==> src/design/macc_pkg.sv <==
package macc_pkg;

  localparam int MAX_SLOTS = 256;
  localparam int MAX_COMPONENTS = 16;
  localparam int DEPTH = MAX_SLOTS * MAX_COMPONENTS;
  localparam int AW = $clog2(DEPTH);

  localparam logic [47:0] SUM_MAX = 48'h7FFF_FFFF_FFFF;
  localparam logic [47:0] SUM_MIN = 48'h8000_0000_0000;

  // one-hot sequencer states
  typedef enum logic [7:0] {
    S_CLEAR = 8'b0000_0001,
    S_IDLE  = 8'b0000_0010,
    S_READ  = 8'b0000_0100,
    S_ACC   = 8'b0000_1000,
    S_DIV   = 8'b0001_0000,
    S_POST  = 8'b0010_0000,
    S_SQRT  = 8'b0100_0000,
    S_OUT   = 8'b1000_0000
  } state_t;

  localparam logic FUNC_ACC = 1'b0;
  localparam logic FUNC_FIN = 1'b1;

  localparam logic [0:0] REG_VLEN = 1'b0;
  localparam logic [0:0] REG_NPATHS = 1'b1;

  // request to the shared divide / root unit
  typedef struct packed {
    logic        start;
    logic        is_sqrt;
    logic [63:0] dividend;
    logic [23:0] divisor;
  } dreq_t;

  typedef struct packed {
    logic        done;
    logic [63:0] result;
  } dres_t;

endpackage

==> src/design/macc_divroot.sv <==
module macc_divroot
  import macc_pkg::*;
(
  input  logic  clk,
  input  logic  rst,
  input  dreq_t req,
  output dres_t res
);

  logic [63:0] num;
  logic [63:0] quo;
  logic [64:0] rem;
  logic [23:0] dsr;
  logic        mode;
  logic [5:0]  cnt;
  logic        busy;
  logic        done_q;
  logic [64:0] trial;
  logic [64:0] rem_sh;
  logic [64:0] sub_val;

  // restoring step: divide takes one bit, root takes two bits a step
  always_comb begin
    if (mode) begin
      rem_sh  = {rem[62:0], num[63:62]};
      sub_val = {quo[62:0], 2'b01};
    end else begin
      rem_sh  = {rem[63:0], num[63]};
      sub_val = {41'd0, dsr};
    end
    trial = rem_sh - sub_val;
  end

  always_ff @(posedge clk) begin
    if (rst) begin
      busy   <= 1'b0;
      done_q <= 1'b0;
    end else begin
      done_q <= 1'b0;
      if (req.start) begin
        busy <= 1'b1;
        cnt  <= req.is_sqrt ? 6'd31 : 6'd63;
      end else if (busy) begin
        if (cnt == 6'd0) begin
          busy   <= 1'b0;
          done_q <= 1'b1;
        end
        cnt <= cnt - 6'd1;
      end
    end
  end

  always_ff @(posedge clk) begin
    if (req.start) begin
      num  <= req.dividend;
      dsr  <= req.divisor;
      mode <= req.is_sqrt;
      quo  <= '0;
      rem  <= '0;
    end else if (busy) begin
      num <= mode ? {num[61:0], 2'b00} : {num[62:0], 1'b0};
      if (!trial[64]) begin
        rem <= trial;
        quo <= {quo[62:0], 1'b1};
      end else begin
        rem <= rem_sh;
        quo <= {quo[62:0], 1'b0};
      end
    end
  end

  assign res = {done_q, quo};

endmodule

==> config.mk <==
export PLATFORM = sky130hd
export DESIGN_NAME = macc_divroot
export DESIGN_NICKNAME = d
export VERILOG_FILES = /design/src/design/macc_pkg.sv /design/src/design/macc_divroot.sv
export SDC_FILE = /design/constraint.sdc
export NUM_CORES = 1
export LEC_CHECK = 0
export BUFFER_PORTS_ARGS = -buffer_cell sky130_fd_sc_hd__buf_2
export CAP_MARGIN = 0
export CORE_ASPECT_RATIO = 0.75
export CORE_UTILIZATION = 60
export CTS_CLUSTER_SIZE = 20
export DETAILED_ROUTE_END_ITERATION = 12
export MAX_ROUTING_LAYER = met4
export PLACE_DENSITY = 0.81
export SETUP_SLACK_MARGIN = 0.3
export SYNTH_ARGS = -nofsm -noshare
export SYNTH_HDL_FRONTEND = slang
export SYNTH_SLANG_ARGS = --single-unit
==> constraint.sdc <==
create_clock -name clk -period 9 [get_ports clk]
set_input_delay 0.45 -clock clk [delete_from_list [all_inputs] [get_ports clk]]
set_output_delay 0.45 -clock clk [all_outputs]
set_load 0.05 [all_outputs]
==> reports/metrics.cfg <==
[power_and_ir_drop]
leakage_nw=6.78
irDropWorstVdd_uv=233
power_density_mw_per_mm2=331

[setup_path]
crit_type=reg2reg
ff2ff_path_depth=15
cpMaxStageDelayCell=nor2_1
critPathMaxFanout=129
worst-path-stages=15
crit_required_ns=9.41
critPathBufInv=2
cp-end-kind=register
max_stage_delay_ns=0.93
ff2ff_setup_slack_ns=3.62
crit_end=rem[49]$_SDFFE_PP0P_
reg2reg_to=rem[49]$_SDFFE_PP0P_
cp-start-kind=register
worstSetupStartpoint=mode$_DFFE_PP_
r2r_start=mode$_DFFE_PP_
cp_top_family=compound AO/OA/AOI/OAI gates
cp_common_cell=a21oi_1
worstPathArrival_ns=5.79
critical_path.cell_chain=buf_4, buf_12, mux2_2, ha_1, a21oi_1, a21oi_1, a211o_1, a21o_1, a21oi_1, o31ai_4, a41o_4, xnor2_4, nor2_1, a22oi_1, o31ai_1

[sta]
setup_violations=0
fmax_mhz=186
post-route-period-util_pct=59.8
tightest_slew_ns=1.10
finalSetupTns_ns=0
rsz0062_at_grt=false
drv_slew=0
relSlewSlack_pct=26.1
finalHoldViolations=0
finalWorstSetupSlack_ns=3.62
fin_crit_ns=5.38
finClkSkew_ns=0.0118

[route]
vias_per_cell=5.98
ant_nets=0
drcViolationCount=0
num_vias=11739
drtPass1Iterations=5
wl_per_cell_um=17.0
wl_um=33300
drt_iter0_drc=955

[place]
dp_slack_ns=3.71
place.gp.congestion=0.930
portBuffers=156
dp_hpwl_um=23400

[yosys]
synth-warning-count=0
async_flop_share_pct=0
avgSynthCellArea_um2=9.02
synth-seq-cells=225
yosys.area.top_type=edfxtp_1
seq_area_frac_synth_pct=38.8
syn_nets=1719
synth_top_area_share_pct=20.3
syn_area_mm2=0.0141
synth_cell_types=76
synth_edf_count=95
synth_cells=1560
ys_top_cells_by_area=edfxtp_1 20%, dfxtp_1 18%, mux2i_1 11%
ys.flop_type=dfxtp_1

[final_layout]
nNetsFinal=1805
antenna_cells=0
layout_commonest_cell=nand2_1
layout-drive-gt1-share_pct=17.0
syn_to_final_growth_pct=10.9
final_cell_mix=249 x nand2_1, 160 x nor2_1, 155 x buf_2

[die]
start_util_pct=61.2
core-area_mm2=0.0230
io-pin-count=157
die-area_mm2=0.0241
rows=48
die_w_um=179
die_y_um=135

[cts]
cts_tree=done
cts_setup_buffers=0
clock_sinks=225
cts_root_buffer=clkbuf_16
cts_buffer_depth=3
cts_hold_buf=0
cts_buffers=23
cts_max_level=1
path_clk_slew_ns=0.06
clock_latency_ns=0.52
cts.repair.resized=0

[worst_hold_path]
hp-class=in2reg
worstHoldStart=req[18]

[global_route]
antenna_found_initial=0
grt_pass1_vias=10873
grt_max_degree=204
overflow=0
track_usage_pct=28.3
grt_pass1_wl_um=54200

[status]
status=finished clean

[job]
max_cap_violations=0

[logic make-up after synthesis]
group                      synth area share (%)
AOI/OAI and AO/OA                          16.9
DFF                                        38.8
adders and majority gates                  6.01
muxes                                      15.9
buffers and inverters                      3.53
and+or+nand+nor                            14.9
xor gates and xnor gates                   3.98
[registers in the layout (all words and copies together), names as in the netlist]
register,count
busy,1
done_q,1
quo,64
rem,64
dsr,24
mode,1
cnt,6
num,64
[worst min path at each step]
| stage | endpoint | slack [ns] | depth (start not counted) |
|---|---|---|---|
| floorplan | rem[63]$_SDFFE_PP0P_ | 0.43 | 2 |
| global placement | rem[63]$_SDFFE_PP0P_ | 0.47 | 2 |
| detailed placement | rem[63]$_SDFFE_PP0P_ | 0.47 | 2 |
| CTS | dsr[14]$_DFFE_PP_ | 0.09 | 1 |
| global route | dsr[22]$_DFFE_PP_ | 0.09 | 1 |
| finish | dsr[18]$_DFFE_PP_ | 0.11 | 1 |
[cell type report]
cell class / count / area [µm²]
Clock inverter: 14 / 104
Sequential cell: 225 / 5460
Clock buffer: 27 / 601
Tap cell: 300 / 375
Multi-Input combinational cell: 1216 / 8140
Timing Repair Buffer: 166 / 890
Inverter: 14 / 52.6
Fill cell: 1852 / 7380
[cells in the mapped netlist, drive strengths merged (3+ instances only)]
library cell  instances
inv                  14
nand2               250
mux2                 64
a31oi                 6
a21boi                5
and3                  4
nand2b               10
or3                   3
a22oi                10
nor4                  7
a311oi               31
o21ai               117
clkbuf               76
a21o                 27
nor2b                 5
o31ai                 4
and2                  4
o22ai                 7
ha                   66
xnor2                39
xor2                 22
a211oi               15
nand4                18
nor2                160
o21bai               10
dfxtp               130
nor3                 15
o211ai                4
buf                  29
a21oi                98
nand3b                3
nand3                13
edfxtp               95
o21a                 13
mux2i               152
[report_power, final]
group / switching [W] / leakage (nW) / internal [W]
clock network: 0.000396 / 0.333 / 0.000506
registers: 0.000100 / 2.01 / 0.00121
logic: 0.00181 / 4.44 / 0.00114
total: 0.00230 / 6.78 / 0.00286
[stage by stage]
stage               cell area [µm²]  hold slack (ns)  cells  power [W]  utilization, %
floorplan                     14100            0.431   1560    0.00366               -
finish                        15600            0.109   1962    0.00517            67.9
global placement              14900            0.466   1921    0.00416            64.8
detailed placement            14900            0.472   1921    0.00421            64.8
global route                  15600           0.0949   1962    0.00554            67.9
CTS                           15600           0.0931   1962    0.00513            67.9
[layer usage]
metal | track usage, % | vias up | routed length [µm]
met2 | 42.8 | 386 | 14500
met3 | 3.72 | 54 | 2070
li1 | - | 5830 | -
met5 | - | - | 0
met1 | 40.2 | 5469 | 16100
met4 | 6.36 | 0 | 648
(Power assumes the default switching activity.)
